File: src/hw/rtl/mqsb_pkg.sv
`default_nettype none

package mqsb_pkg;

    localparam int QID_W  = 2;
    localparam int WORD_W = 32;

    typedef enum logic [0:0] {
        CMD_ENQ = 1'b0,
        CMD_DEQ = 1'b1
    } cmd_t;

    typedef enum logic [1:0] {
        ST_OK        = 2'd0,
        ST_OVERFLOW  = 2'd1,
        ST_UNDERFLOW = 2'd2
    } status_t;

    typedef struct packed {
        cmd_t               cmd;
        logic [QID_W-1:0]   queue_id;
        logic [WORD_W-1:0]  data_in;
    } req_t;

    typedef struct packed {
        logic [WORD_W-1:0]  data_out;
        status_t            status;
    } rsp_t;

endpackage

`default_nettype wire

File: src/hw/rtl/mqsb_ram.sv
`default_nettype none

// Simple dual-port RAM, one write and one registered read per cycle.
module mqsb_ram #(
    parameter int WIDTH = 32,
    parameter int DEPTH = 16
) (
    input  logic                     clk,
    input  logic                     we,
    input  logic [$clog2(DEPTH)-1:0] waddr,
    input  logic [WIDTH-1:0]         wdata,
    input  logic                     re,
    input  logic [$clog2(DEPTH)-1:0] raddr,
    output logic [WIDTH-1:0]         rdata
);

    logic [WIDTH-1:0] mem_reg [DEPTH];
    logic [WIDTH-1:0] rdata_reg;

    always_ff @(posedge clk)
    begin
        if (we)
        begin
            mem_reg[waddr] <= wdata;
        end
        if (re)
        begin
            rdata_reg <= mem_reg[raddr];
        end
    end

    assign rdata = rdata_reg;

endmodule

`default_nettype wire

File: src/hw/rtl/multi_queue_shared_buffer.sv
`default_nettype none

// Several FIFO queues sharing one store of CAPACITY slots. Each req transfer
// either enqueues data_in onto queue queue_id or dequeues that queue's oldest
// word; every req transfer yields exactly one rsp transfer, in order. status
// is ST_OK, ST_OVERFLOW (enqueue with no free slot or a queue number at or
// above NUM_QUEUES) or ST_UNDERFLOW (dequeue of an empty or nonexistent
// queue); failed operations change nothing and return data_out zero, as does
// every enqueue. Words are cut to DATA_WIDTH bits when stored. Throughput is
// one transfer per clock: the slot RAMs are addressed at the req transfer
// from the state as it will stand after the item ahead, the item executes in
// the following cycle (link and word RAM read data plus a one-entry write
// bypass), and its result lands in a two-entry output buffer, from which the
// response is presented on rsp. The output buffer lets one more req transfer
// in while a result waits on rsp_ready; with one result waiting and another
// in execute, req_ready stays low until rsp drains. There is no clearing
// pass after reset: a fill counter tracks the slots never handed out, whose
// free-list links are implied rather than stored.
module multi_queue_shared_buffer #(
    parameter int CAPACITY   = 16,
    parameter int NUM_QUEUES = 4,
    parameter int DATA_WIDTH = 32
) (
    input  logic           clk,
    input  logic           rst_n,
    input  logic           req_valid,
    output logic           req_ready,
    input  mqsb_pkg::req_t req,
    output logic           rsp_valid,
    input  logic           rsp_ready,
    output mqsb_pkg::rsp_t rsp
);

    import mqsb_pkg::*;

    // slot numbers carry one extra code: CAPACITY means null
    localparam int SW  = $clog2(CAPACITY + 1);
    localparam int AW  = $clog2(CAPACITY);
    // only 2**QID_W queues are addressable through queue_id
    localparam int QD  = (NUM_QUEUES < (1 << QID_W)) ? NUM_QUEUES : (1 << QID_W);
    localparam int QIW = (QD > 1) ? $clog2(QD) : 1;
    localparam int CW  = (DATA_WIDTH < WORD_W) ? DATA_WIDTH : WORD_W;
    localparam logic [SW-1:0] NIL = SW'(CAPACITY);

    // queue tables and free list
    logic [SW-1:0] head_reg [QD];
    logic [SW-1:0] head_next [QD];
    logic [SW-1:0] tail_reg [QD];
    logic [SW-1:0] tail_next [QD];
    logic [SW-1:0] free_head_reg, free_head_next;
    // slots below this count have been handed out at least once
    logic [SW-1:0] fresh_reg, fresh_next;

    // execute stage
    logic          e_vld_reg;
    req_t          e_item_reg;
    rsp_t          e_rsp;

    // slot RAM ports
    logic                  link_we, link_re;
    logic [AW-1:0]         link_waddr, link_raddr;
    logic [SW-1:0]         link_wdata, link_rdata;
    logic                  word_we;
    logic [AW-1:0]         word_waddr, word_raddr;
    logic [DATA_WIDTH-1:0] word_wdata, word_rdata;

    // last-cycle writes, forwarded to a read issued at the same edge
    logic                  lb_vld_reg;
    logic [AW-1:0]         lb_addr_reg;
    logic [SW-1:0]         lb_data_reg;
    logic                  wb_vld_reg;
    logic [AW-1:0]         wb_addr_reg;
    logic [DATA_WIDTH-1:0] wb_data_reg;

    // output buffer
    rsp_t       obuf_reg [2];
    logic       wr_ptr_reg, rd_ptr_reg;
    logic [1:0] ocnt_reg, ocnt_next;
    logic       accept, push, pop;

    assign accept = req_valid && req_ready;
    assign push   = e_vld_reg;
    assign pop    = rsp_valid && rsp_ready;

    //------------------------------------------------------------------
    // Execute: one item's full update from registered state and RAM data
    //------------------------------------------------------------------
    always_comb
    begin
        logic [QIW-1:0]        qi;
        logic                  q_ok;
        logic [SW-1:0]         s;
        logic [SW-1:0]         h;
        logic [SW-1:0]         lnk;
        logic [DATA_WIDTH-1:0] wrd;

        qi   = e_item_reg.queue_id[QIW-1:0];
        q_ok = (32'(e_item_reg.queue_id) < NUM_QUEUES);
        s    = free_head_reg;
        h    = head_reg[qi];
        wrd  = (wb_vld_reg && wb_addr_reg == h[AW-1:0]) ? wb_data_reg : word_rdata;

        head_next      = head_reg;
        tail_next      = tail_reg;
        free_head_next = free_head_reg;
        fresh_next     = fresh_reg;
        lnk            = NIL;

        link_we    = 1'b0;
        link_waddr = '0;
        link_wdata = '0;
        word_we    = 1'b0;
        word_waddr = s[AW-1:0];
        word_wdata = '0;
        word_wdata[CW-1:0] = e_item_reg.data_in[CW-1:0];

        e_rsp.data_out = '0;
        e_rsp.status   = ST_OK;

        if (e_vld_reg)
        begin
            case (e_item_reg.cmd)
                CMD_ENQ:
                begin
                    if (!q_ok || s >= NIL)
                    begin
                        e_rsp.status = ST_OVERFLOW;
                    end
                    else
                    begin
                        // a never-used slot implicitly links to its successor
                        if (s == fresh_reg)
                        begin
                            lnk        = s + SW'(1);
                            fresh_next = fresh_reg + SW'(1);
                        end
                        else if (lb_vld_reg && lb_addr_reg == s[AW-1:0])
                        begin
                            lnk = lb_data_reg;
                        end
                        else
                        begin
                            lnk = link_rdata;
                        end
                        free_head_next = lnk;
                        if (head_reg[qi] >= NIL)
                        begin
                            head_next[qi] = s;
                        end
                        else if (tail_reg[qi] < NIL)
                        begin
                            link_we    = 1'b1;
                            link_waddr = tail_reg[qi][AW-1:0];
                            link_wdata = s;
                        end
                        // the tail's own link is left stale; dequeue checks
                        // head against tail instead
                        tail_next[qi] = s;
                        word_we       = 1'b1;
                    end
                end
                CMD_DEQ:
                begin
                    if (!q_ok || h >= NIL)
                    begin
                        e_rsp.status = ST_UNDERFLOW;
                    end
                    else
                    begin
                        if (h == tail_reg[qi])
                        begin
                            lnk = NIL;
                        end
                        else if (lb_vld_reg && lb_addr_reg == h[AW-1:0])
                        begin
                            lnk = lb_data_reg;
                        end
                        else
                        begin
                            lnk = link_rdata;
                        end
                        head_next[qi]  = lnk;
                        link_we        = 1'b1;
                        link_waddr     = h[AW-1:0];
                        link_wdata     = free_head_reg;
                        free_head_next = h;
                        e_rsp.data_out[CW-1:0] = wrd[CW-1:0];
                    end
                end
                default:
                begin
                    e_rsp.status = ST_OK;
                end
            endcase
        end
    end

    //------------------------------------------------------------------
    // Read addresses for the incoming item, taken from next-state values
    //------------------------------------------------------------------
    always_comb
    begin
        logic [QIW-1:0] rq;
        logic [SW-1:0]  hq;

        rq = req.queue_id[QIW-1:0];
        hq = head_next[rq];
        link_re    = accept;
        link_raddr = (req.cmd == CMD_ENQ) ? free_head_next[AW-1:0] : hq[AW-1:0];
        word_raddr = hq[AW-1:0];
    end

    mqsb_ram #(
        .WIDTH (SW),
        .DEPTH (CAPACITY)
    ) u_link_ram (
        .clk   (clk),
        .we    (link_we),
        .waddr (link_waddr),
        .wdata (link_wdata),
        .re    (link_re),
        .raddr (link_raddr),
        .rdata (link_rdata)
    );

    mqsb_ram #(
        .WIDTH (DATA_WIDTH),
        .DEPTH (CAPACITY)
    ) u_word_ram (
        .clk   (clk),
        .we    (word_we),
        .waddr (word_waddr),
        .wdata (word_wdata),
        .re    (link_re),
        .raddr (word_raddr),
        .rdata (word_rdata)
    );

    //------------------------------------------------------------------
    // Output buffer, two entries: one being drained, one landing
    //------------------------------------------------------------------
    assign rsp_valid = (ocnt_reg != 2'd0);
    assign rsp       = obuf_reg[rd_ptr_reg];
    // room counts the item in execute; a transfer on rsp frees a place
    assign req_ready = ((ocnt_reg + {1'b0, e_vld_reg}) != 2'd2) || pop;
    assign ocnt_next = 2'(ocnt_reg + {1'b0, push} - {1'b0, pop});

    //------------------------------------------------------------------
    // Registers
    //------------------------------------------------------------------
    always_ff @(posedge clk or negedge rst_n)
    begin
        if (!rst_n)
        begin
            for (int i = 0; i < QD; i++)
            begin
                head_reg[i] <= NIL;
                tail_reg[i] <= NIL;
            end
            free_head_reg <= '0;
            fresh_reg     <= '0;
            e_vld_reg     <= 1'b0;
            lb_vld_reg    <= 1'b0;
            wb_vld_reg    <= 1'b0;
            wr_ptr_reg    <= 1'b0;
            rd_ptr_reg    <= 1'b0;
            ocnt_reg      <= 2'd0;
        end
        else
        begin
            head_reg      <= head_next;
            tail_reg      <= tail_next;
            free_head_reg <= free_head_next;
            fresh_reg     <= fresh_next;
            e_vld_reg     <= accept;
            lb_vld_reg    <= link_we;
            wb_vld_reg    <= word_we;
            ocnt_reg      <= ocnt_next;
            if (push)
            begin
                wr_ptr_reg <= ~wr_ptr_reg;
            end
            if (pop)
            begin
                rd_ptr_reg <= ~rd_ptr_reg;
            end
        end
    end

    always_ff @(posedge clk)
    begin
        if (accept)
        begin
            e_item_reg <= req;
        end
        lb_addr_reg <= link_waddr;
        lb_data_reg <= link_wdata;
        wb_addr_reg <= word_waddr;
        wb_data_reg <= word_wdata;
        if (push)
        begin
            obuf_reg[wr_ptr_reg] <= e_rsp;
        end
    end

endmodule

`default_nettype wire

File: config.mk
export PLATFORM = sky130hd
export DESIGN_NAME = multi_queue_shared_buffer
export DESIGN_NICKNAME = d
export VERILOG_FILES = /design/src/hw/rtl/mqsb_pkg.sv /design/src/hw/rtl/mqsb_ram.sv /design/src/hw/rtl/multi_queue_shared_buffer.sv
export SDC_FILE = /design/constraint.sdc
export NUM_CORES = 1
export LEC_CHECK = 0
export ABC_CLOCK_PERIOD_IN_PS = 5900
export CAP_MARGIN = 5
export CELL_PAD_IN_SITES_DETAIL_PLACEMENT = 2
export CELL_PAD_IN_SITES_GLOBAL_PLACEMENT = 2
export CORE_UTILIZATION = 40
export DETAILED_ROUTE_END_ITERATION = 10
export DONT_BUFFER_PORTS = 1
export GPL_ROUTABILITY_DRIVEN = 0
export HOLD_SLACK_MARGIN = 0.06
export PLACE_DENSITY_LB_ADDON = 0.1
export SLEW_MARGIN = 25
export SYNTH_ARGS = -nofsm -noshare
export SYNTH_HDL_FRONTEND = slang
export SYNTH_HIERARCHICAL = 1
export SYNTH_SLANG_ARGS = --single-unit
File: constraint.sdc
create_clock -name clk -period 5.9 [get_ports clk]
set_clock_uncertainty 0.05 [all_clocks]
set_input_delay 0.295 -clock clk [delete_from_list [all_inputs] [get_ports clk]]
set_output_delay 0.295 -clock clk [all_outputs]
set_load 0.03 [all_outputs]
* Word-level counts from Yosys, hierarchy flattened
Memory sizes are Yosys's and may differ from the RTL's. A register that Yosys moved wholly into a read port is not among the register bits.
Cells that the tools add are included.
** Word-level totals
- Register bits after elaboration :: 137
- Memory bits (writable) :: 660
- Input port bits :: 39
- Output and inout bits :: 36
- Word-level logic and storage cells :: 127
- Memories kept :: 3
** Memories
- u_word_ram.mem_reg :: depth 16, bits a word 32, read ports 1, clocked after memory_dff 1, write ports 1, RTL line mqsb_ram.sv:17 : logic [WIDTH-1:0] mem_reg [DEPTH];
- u_link_ram.mem_reg :: depth 16, bits a word 5, read ports 1, clocked after memory_dff 1, write ports 1, RTL line mqsb_ram.sv:17
- obuf_reg :: depth 2, bits a word 34, read ports 1, clocked after memory_dff 0, write ports 1, RTL line multi_queue_shared_buffer.sv:76 : rsp_t obuf_reg [2];
** Operators by class
- Add/subtract/negate cells :: 4
- $lt $le $gt $ge :: 6
- Equal/unequal tests :: 8
- Muxes and demuxes :: 65
- Bitwise gates (word level) :: 6
- Reductions and logical operators :: 11
** Operator list (count)
- two-way mux 32 bit :: 3
- two-way mux 5 bit :: 19
- two-way mux 20 bit :: 4
- bitwise mux 20 bit :: 3
- case mux 20 bit (2 select lines) :: 1
- two-way mux 4 bit :: 9
- two-way mux 34 bit :: 1
- binary-select mux 5 bit (select 2 bit) :: 3
- case mux 5 bit (2 select lines) :: 2
- two-way mux 1 bit :: 15
- equality test 4 bit :: 3
- adder 5 x 1 -> 5 bit, second input constant :: 2
- demux 5 bit (select 2 bit) :: 1
- equality test 5 bit :: 2
- greater-or-equal comparator 5 bit, second input constant :: 2
- case mux 4 bit (2 select lines) :: 1
- greater-or-equal comparator 3 bit, second input constant :: 2
- logical AND 1 bit :: 6
- inequality test 2 bit, second input constant :: 3
- NOT 2 -> 3 bit :: 2
- AND reduction 3 bit :: 2
- < comparator 5 bit, second input constant :: 1
- NOT 1 bit :: 4
- case mux 2 bit (2 select lines) :: 1
- 8 further kinds :: 8

* Longest topological paths before layout
Gate-level depths: netlist of run 1.
- Depth in word-level cells :: 19
- Depth in mapped cells :: 16
- Depth with buffers taken out :: 11

* Hierarchy
Netlist of run 1, hierarchy kept.
** Modules (own cells, without submodules)
- mqsb_ram at u_word_ram :: times used 1, cells an instance 838, area an instance 20155.6 um^2, sequential area each 16335.7 um^2
- multi_queue_shared_buffer :: times used 1, cells an instance 685, area an instance 9013.6 um^2, sequential area each 5430.2 um^2
- mqsb_ram at u_link_ram :: times used 1, cells an instance 155, area an instance 3263.1 um^2, sequential area each 2552.4 um^2

* Worst setup path before layout of run 1
No wires, ideal clock.
- Kind :: reg-to-reg
- Start point :: register e_item_reg[34] (netlist bit)
- End point :: memory u_word_ram.mem_reg[0][0], enable pin
- Setup time :: 0.461 ns
- Arrival time :: 4.056 ns
- Required time :: 5.389 ns
- Setup slack :: 1.333 ns
- Cell stages (with the launch flop) :: 7
- Path buffers :: 2
- Period minus slack after synthesis :: 4.567 ns
- Cells stage by stage :: edfxtp_1 -> clkbuf_1 -> or3b_2 -> inv_1 -> buf_2 -> or3b_2 -> nor3_1
** Between the ends
- Word-level cells in the longest chain between the ends :: 4
** RTL lines
- start, declared :: RTL line multi_queue_shared_buffer.sv:56 : req_t e_item_reg;
- start signal, assigned :: RTL line multi_queue_shared_buffer.sv:294 : e_item_reg <= req;
- two-way mux 1 bit :: RTL line multi_queue_shared_buffer.sv:122 : case (e_item_reg.cmd)
- two-way mux 1 bit :: RTL line multi_queue_shared_buffer.sv:120 : if (e_vld_reg)
- via word_we :: RTL line multi_queue_shared_buffer.sv:63 : logic word_we;
- two-way mux 1 bit :: RTL line mqsb_ram.sv:22 : if (we)
- two-way mux 1 bit (implied by the code) :: RTL line mqsb_ram.sv:24 : mem_reg[waddr] <= wdata;
- end, declared :: RTL line mqsb_ram.sv:17
The timed path passes the listed nets, and every way through them passes these cells.

* Worst setup path after layout of run 1
- Start point :: register e_vld_reg
- End point :: register u_word_ram.rdata_reg[11] (netlist: u_word_ram/rdata[11]), read port of u_word_ram.mem_reg, data pin
** Between the ends
- Word-level cells in the longest chain between the ends :: 4
- Elaborated cells on any way between the ends :: 8
- Those cells by class :: add/sub: 1; eq/ne: 1; mux: 4; reduce/logical: 2
** RTL lines
- start, declared :: RTL line multi_queue_shared_buffer.sv:55 : logic e_vld_reg;
- start signal, assigned :: RTL line multi_queue_shared_buffer.sv:275 : e_vld_reg <= accept;
- two-way mux 20 bit :: RTL line multi_queue_shared_buffer.sv:120
- binary-select mux 5 bit (select 2 bit) :: RTL line multi_queue_shared_buffer.sv:207 : hq = head_next[rq];
- two-way mux 4 bit (implied by the code) (2 in series) :: RTL line multi_queue_shared_buffer.sv:207
- via word_raddr[0] :: RTL line multi_queue_shared_buffer.sv:64 : logic [AW-1:0] word_waddr, word_raddr;
- end, declared :: RTL line mqsb_ram.sv:18 : logic [WIDTH-1:0] rdata_reg;
The timed path passes the listed nets, and every way through them passes these cells. The select of a mux whose other input is x is not followed.
A chain may end at the register's enable or synchronous reset.

==> results of run 1 <==
[critical path, stage by stage, from the launching register on]
cell and delay, ns:
dfrtp_1 0.32, buf_4 0.28, or3b_2 0.59, inv_1 0.60
and4b_1 0.58, a22oi_1 0.18, a32oi_1 0.26, nor2_1 0.11
o22ai_4 0.46, buf_12 0.46, mux4_2 0.58, a22oi_1 0.23
nand2_1 0.09
[what timing repair did]
action,CTS,global route
hold buffers,39,0
gates resized for setup,0,0
hold endpoints to repair,96,0
[path summary, 6_finish.rpt]
check                                                       to  slack (ns)  cells past startpoint
min in group clk                      word_wdata[14]$_DFFE_PP_        0.22                      1
max in group asynchronous              head_reg[9]$_DFFE_PN1P_        5.29                      2
worst min register to register         tail_reg[4]$_DFFE_PN1P_        0.44                      1
worst max-delay path            u_word_ram/rdata[11]$_DFFE_PP_        0.76                     12
worst max register to register  u_word_ram/rdata[11]$_DFFE_PP_        0.76                     12
worst min-delay path                   tail_reg[2]$_DFFE_PN0P_        0.16                      2
[logic make-up (layout without fill, tap and decap cells)]
group,Yosys count,in the layout,synth area share
muxes,256,256,0.1427
and+or+nand+nor,256,256,0.03788
xor gates and xnor gates,32,32,0.009104
DFF,834,834,0.7498
buffers and inverters,101,286,0.01466
AOI/OAI and AO/OA,193,193,0.04348
adders and majority gates,6,6,0.002315
[report_power, final]
part / leakage, nW / internal (mW) / switching, mW
clock network: 1.44 / 3.29 / 2.35
registers: 7.80 / 7.53 / 0.649
logic: 2.96 / 1.77 / 2.88
[layout make-up]
class                           count  area (µm²)
Fill cell                        7257       42940
Sequential cell                   834       24320
Multi-Input combinational cell    743        7848
Clock buffer                      140        2614
Tap cell                         1060        1326
Timing Repair Buffer               98       953.4
Clock inverter                     31       347.8
Inverter                           17       63.81
[cells in the final DEF (no fill, tap or decap), types with 11 or more instances in the layout]
cell           netlist  routed
mux2i_1             47      47
nor2_1              90      77
dfxtp_1             45      45
clkbuf_16            0      93
clkbuf_1            38      36
mux4_2             155     155
xnor2_1             23      23
buf_4               10      51
a22oi_1             78      78
clkbuf_8             0      11
nor2_4               0      13
clkinv_2             0      11
mux2_2              50      50
dfrtp_1             49      48
edfxtp_1           732     732
inv_1               16      16
nand3_1             31      30
dlygate4sd3_1        0      38
o21ai_0             28      28
and2_1              19      16
nand2_1             58      58
a21oi_1             16      16
[metal layers]
layer / global-route usage / share of wire
met1: 0.3097 / 0.45
met2: 0.3645 / 0.49
met3: 0.02727 / 0.034
met4: 0.05918 / 0.021
met5: 0 / 0
==> impl_metrics.toml, run 1 <==
[status]
outcome = "completed"

[power]
power_leakage_nw = 12.19
p_per_area_nw_per_um2 = 492.9
vdd.ir_drop.worst_mv = 0.2806
p_total_mw = 18.47

[critical_path]
cp.required_ns = 6.24
arrival_ns = 5.48
r2r_start = "e_vld_reg$_DFF_PN0_"
critPathLaunch = "e_vld_reg$_DFF_PN0_"
path_max_fanout = 55
path_class = "flop to flop"
endpoint_kind = "flop"
cp-start-kind = "flop"

[timing]
worstMarginPinSlew_ns = 1.062
period_share = 0.8716
slew_headroom = 0.2905
setup_slack_ns = 0.7573
rsz0062_at_grt = "false"
hold_viol_final = 0
finalMaxSlewViolations = 0
tns_ns = 0
finalHoldWorstSlack_ns = 0.1591
finalSetupViolCount = 0
fmax_ghz = 0.1944
min_period_ns = 5.143

[layout]
fin_cells = 2923
drive_gt1_frac = 0.2410
syn_to_final_growth_pct = 15.54
antenna_cells = 0
final_core_util = 0.4660
design_area_um2 = 37470
layout.nets = 1831
largest_reg_flops = 512

[die]
start_util = 0.4033
dieArea_um2 = 82220
die_w_um = 286.7
ios = 75
coreArea_um2 = 80420
row_count = 104
die_h_um = 286.7

[clock_network]
htreeDepth = 3
cts_tree = "yes"
insertion_delay_ns = 0.65
cts_buffers = 92
cts_sinks = 834
path_clk_slew_ns = 0.06
post_cts_buffers = 0
cts-root-buf = "clkbuf_16"
cts_buffer_depth = 3

[synth]
ys_seq_area_frac = 0.7498
synthArstFlopShare = 0.06835
ys.flop_type = "edfxtp_1"
ys_top_cells_by_area = "edfxtp_1, mux4_2, dfrtp_1, dfxtp_1, a22oi_1"
synth_nets = 1723
netlist_top_cells_count = "edfxtp_1, mux4_2, nor2_1, a22oi_1, nand2_1"
ys_ff_latch = 834
post-synth-top-count-cell = "edfxtp_1"
synth.distinct_cells = 65
yosysWarnings = 6
syn_avg_cell_area_um2 = 19.33
synth_edf_count = 732
synthCells = 1678
synth_top_area_frac = 0.6778
netlist_area_um2 = 32430
synth_area_leader_cell = "edfxtp_1"

[route]
vias = 16578
vias_per_cell = 5.672
drc = 0
wl_per_cell_um = 30.60
drt_iter0_markers = 1086
wl_um = 89450
ant_nets = 0
firstDrtPassIters = 5

[placed_design]
place_area_um2 = 34080
dp.cells = 2712
io_buffers = 0
dp_hpwl_um = 52720
dp_slack_ns = 0.7397

[grt]
grt_pass1_vias = 18330
grt_overflow_total = 0
grt_pass1_wl_um = 130400
track_usage = 0.2206
antenna_found_initial = 2
grt_max_degree = 74

[run]
drv_cap = 0

[worst_hold_path]
hold_class = "primary input to async pin"
(Power assumes the default switching activity.)
==> run 2, diff against run 1 <==
--- a/config.mk
+++ b/config.mk
@@ -14,7 +14,7 @@
 export DONT_BUFFER_PORTS = 1
 export GPL_ROUTABILITY_DRIVEN = 0
 export HOLD_SLACK_MARGIN = 0.06
-export PLACE_DENSITY_LB_ADDON = 0.1
+export PLACE_DENSITY_LB_ADDON = 0.05
 export SLEW_MARGIN = 25
 export SYNTH_ARGS = -nofsm -noshare
 export SYNTH_HDL_FRONTEND = slang
==> impl_metrics.toml, run 2 (synthesized netlist as in run 1, its figures left out) <==
[status]
outcome = "finished with violations"
violations = "DRC"

[critical_path]
cp_slowest_stage_delay_ns = 0.69
cp.required_ns = 6.37
path_max_fanout = 19
cp_cell_sequence = "buf_4 -> mux4_2 -> xnor2_1 -> and2_1 -> nand3_1 -> a21oi_1 -> nor2_1 -> o22ai_1 -> and2_2 -> buf_12 -> a22oi_1 -> nand2_1"
endpoint_kind = "flop"
path_class = "flop to flop"
arrival_ns = 5.38
cp.buffers_inverters = 2
cp_slowest_cell = "edfxtp_1"
critical_path.top_delay_family = "simple AND/OR/NAND/NOR gates"
cp-start-kind = "flop"

[placed_design]
dp_hpwl_um = 54020
io_buffers = 0
dp_slack_ns = 0.9840
place_area_um2 = 34160
dp.cells = 2722

[grt]
grt_max_degree = 88
antenna_found_initial = 1
grt_pass1_vias = 18352
track_usage = 0.2247
grt_overflow_total = 0
grt_pass1_wl_um = 131900

[layout]
final_core_util = 0.4654
layout.nets = 1840
final_cell_mix = "edfxtp_1, mux4_2, clkbuf_16"
fin_cells = 2934
regArea_um2 = 24320
syn_to_final_growth_pct = 15.40
multi_input_area_um2 = 7840
drive_gt1_frac = 0.2440
largest_reg_flops = 512
fill_cells = 7285
design_area_um2 = 37430
mostFrequentLayoutCell = "edfxtp_1"

[timing]
finalSetupViolCount = 0
period_share = 0.8322
finalHoldWorstSlack_ns = 0.1270
tns_ns = 0
worstMarginPinSlew_ns = 1.035
min_period_ns = 4.910
fmax_ghz = 0.2037
rsz0062_at_grt = "false"
hold_viol_final = 0
setup_slack_ns = 0.9899
slew_headroom = 0.3085
finalMaxSlewViolations = 0

[clock_network]
cts_sinks = 834
cts_resized = 0
cts_buffer_depth = 3
path_clk_slew_ns = 0.06
insertion_delay_ns = 0.65
cts-root-buf = "clkbuf_16"
htreeDepth = 3
cts_tree = "yes"
cts_buffers = 92

[power]
p_per_area_nw_per_um2 = 489.8
power_leakage_nw = 12.18
p_total_mw = 18.33
vdd.ir_drop.worst_mv = 0.2706

[worst_hold_path]
hold_class = "primary input to async pin"

[route]
vias_per_cell = 5.665
route.met3.wl_um = 3747
wl_met2_um = 44960
ant_nets = 0
firstDrtPassIters = 8
wl_um = 90720
drt_iter0_markers = 1308
drc = 1
vias = 16620
wl_met1_um = 39970
highest_layer = "met4"
wl_per_cell_um = 30.92

[die]
ios = 75
row_count = 104
die_w_um = 286.7
dieArea_um2 = 82220
coreArea_um2 = 80420
start_util = 0.4033
die_h_um = 286.7

[run]
drv_cap = 0
## run 2: cell types whose count changed in the layout (fill, tap and decap cells not counted), moves of 2 or more
cell / change
clkbuf_8: -10
bufinv_16: -2
clkinv_2: +7
buf_4: +10
clkbuf_1: -10
clkinv_16: +2
clkinv_1: +13
clkinvlp_4: +3
## run 2: report_power, final
part           internal [mW]  total, mW  switching, mW
combinational           1.79       4.77           2.98
clock                   3.05       5.42           2.37
sequential              7.54       8.14          0.598
## run 2: per-layer routing
metal	vias up	track usage
met3	122	0.03895
met1	9062	0.3077
met5	-	0
met4	0	0.05824
li1	7049	-
met2	387	0.3724
## run 2: worst reg2reg max path, delay by kind of cell (launching register included)
kind                      cells  cell delay, ns
and+or+nand+nor               5            1.33
AOI/OAI and AO/OA             3            1.30
DFF                           1            0.69
buffers and inverters         2            0.63
muxes                         1            0.59
xor gates and xnor gates      1            0.19
## run 2: area by class of cell
cell class                      count  area share
Tap cell                         1060     0.03544
Clock inverter                     53     0.01170
Clock buffer                      119     0.06449
Antenna cell                        1  0.00006686
Timing Repair Buffer              107     0.02735
Multi-Input combinational cell    743      0.2095
Inverter                           17    0.001705
Sequential cell                   834      0.6498
## run 2: worst paths after layout
kind | endpoint | start | slack [ns] | cells past startpoint
setup / recovery | u_word_ram/rdata[0]$_DFFE_PP_ | e_item_reg[32]$_DFFE_PP_ | 0.99 | 12
hold / removal | fresh_reg[3]$_DFFE_PN0P_ | rst_n | 0.13 | 2
setup reg to reg | u_word_ram/rdata[0]$_DFFE_PP_ | e_item_reg[32]$_DFFE_PP_ | 0.99 | 12
hold reg to reg | tail_reg[9]$_DFFE_PN1P_ | tail_reg[9]$_DFFE_PN1P_ | 0.44 | 1
max in group asynchronous | tail_reg[19]$_DFFE_PN1P_ | rst_n | 5.33 | 2
min in group clk | u_word_ram/rdata[4]$_DFFE_PP_ | req_valid | 0.21 | 1
## run 2: timing repair
action | CTS | global route
endpoints found under the hold margin | 95 | 0
hold buffers | 38 | 0
setup buffers | 0 | 0
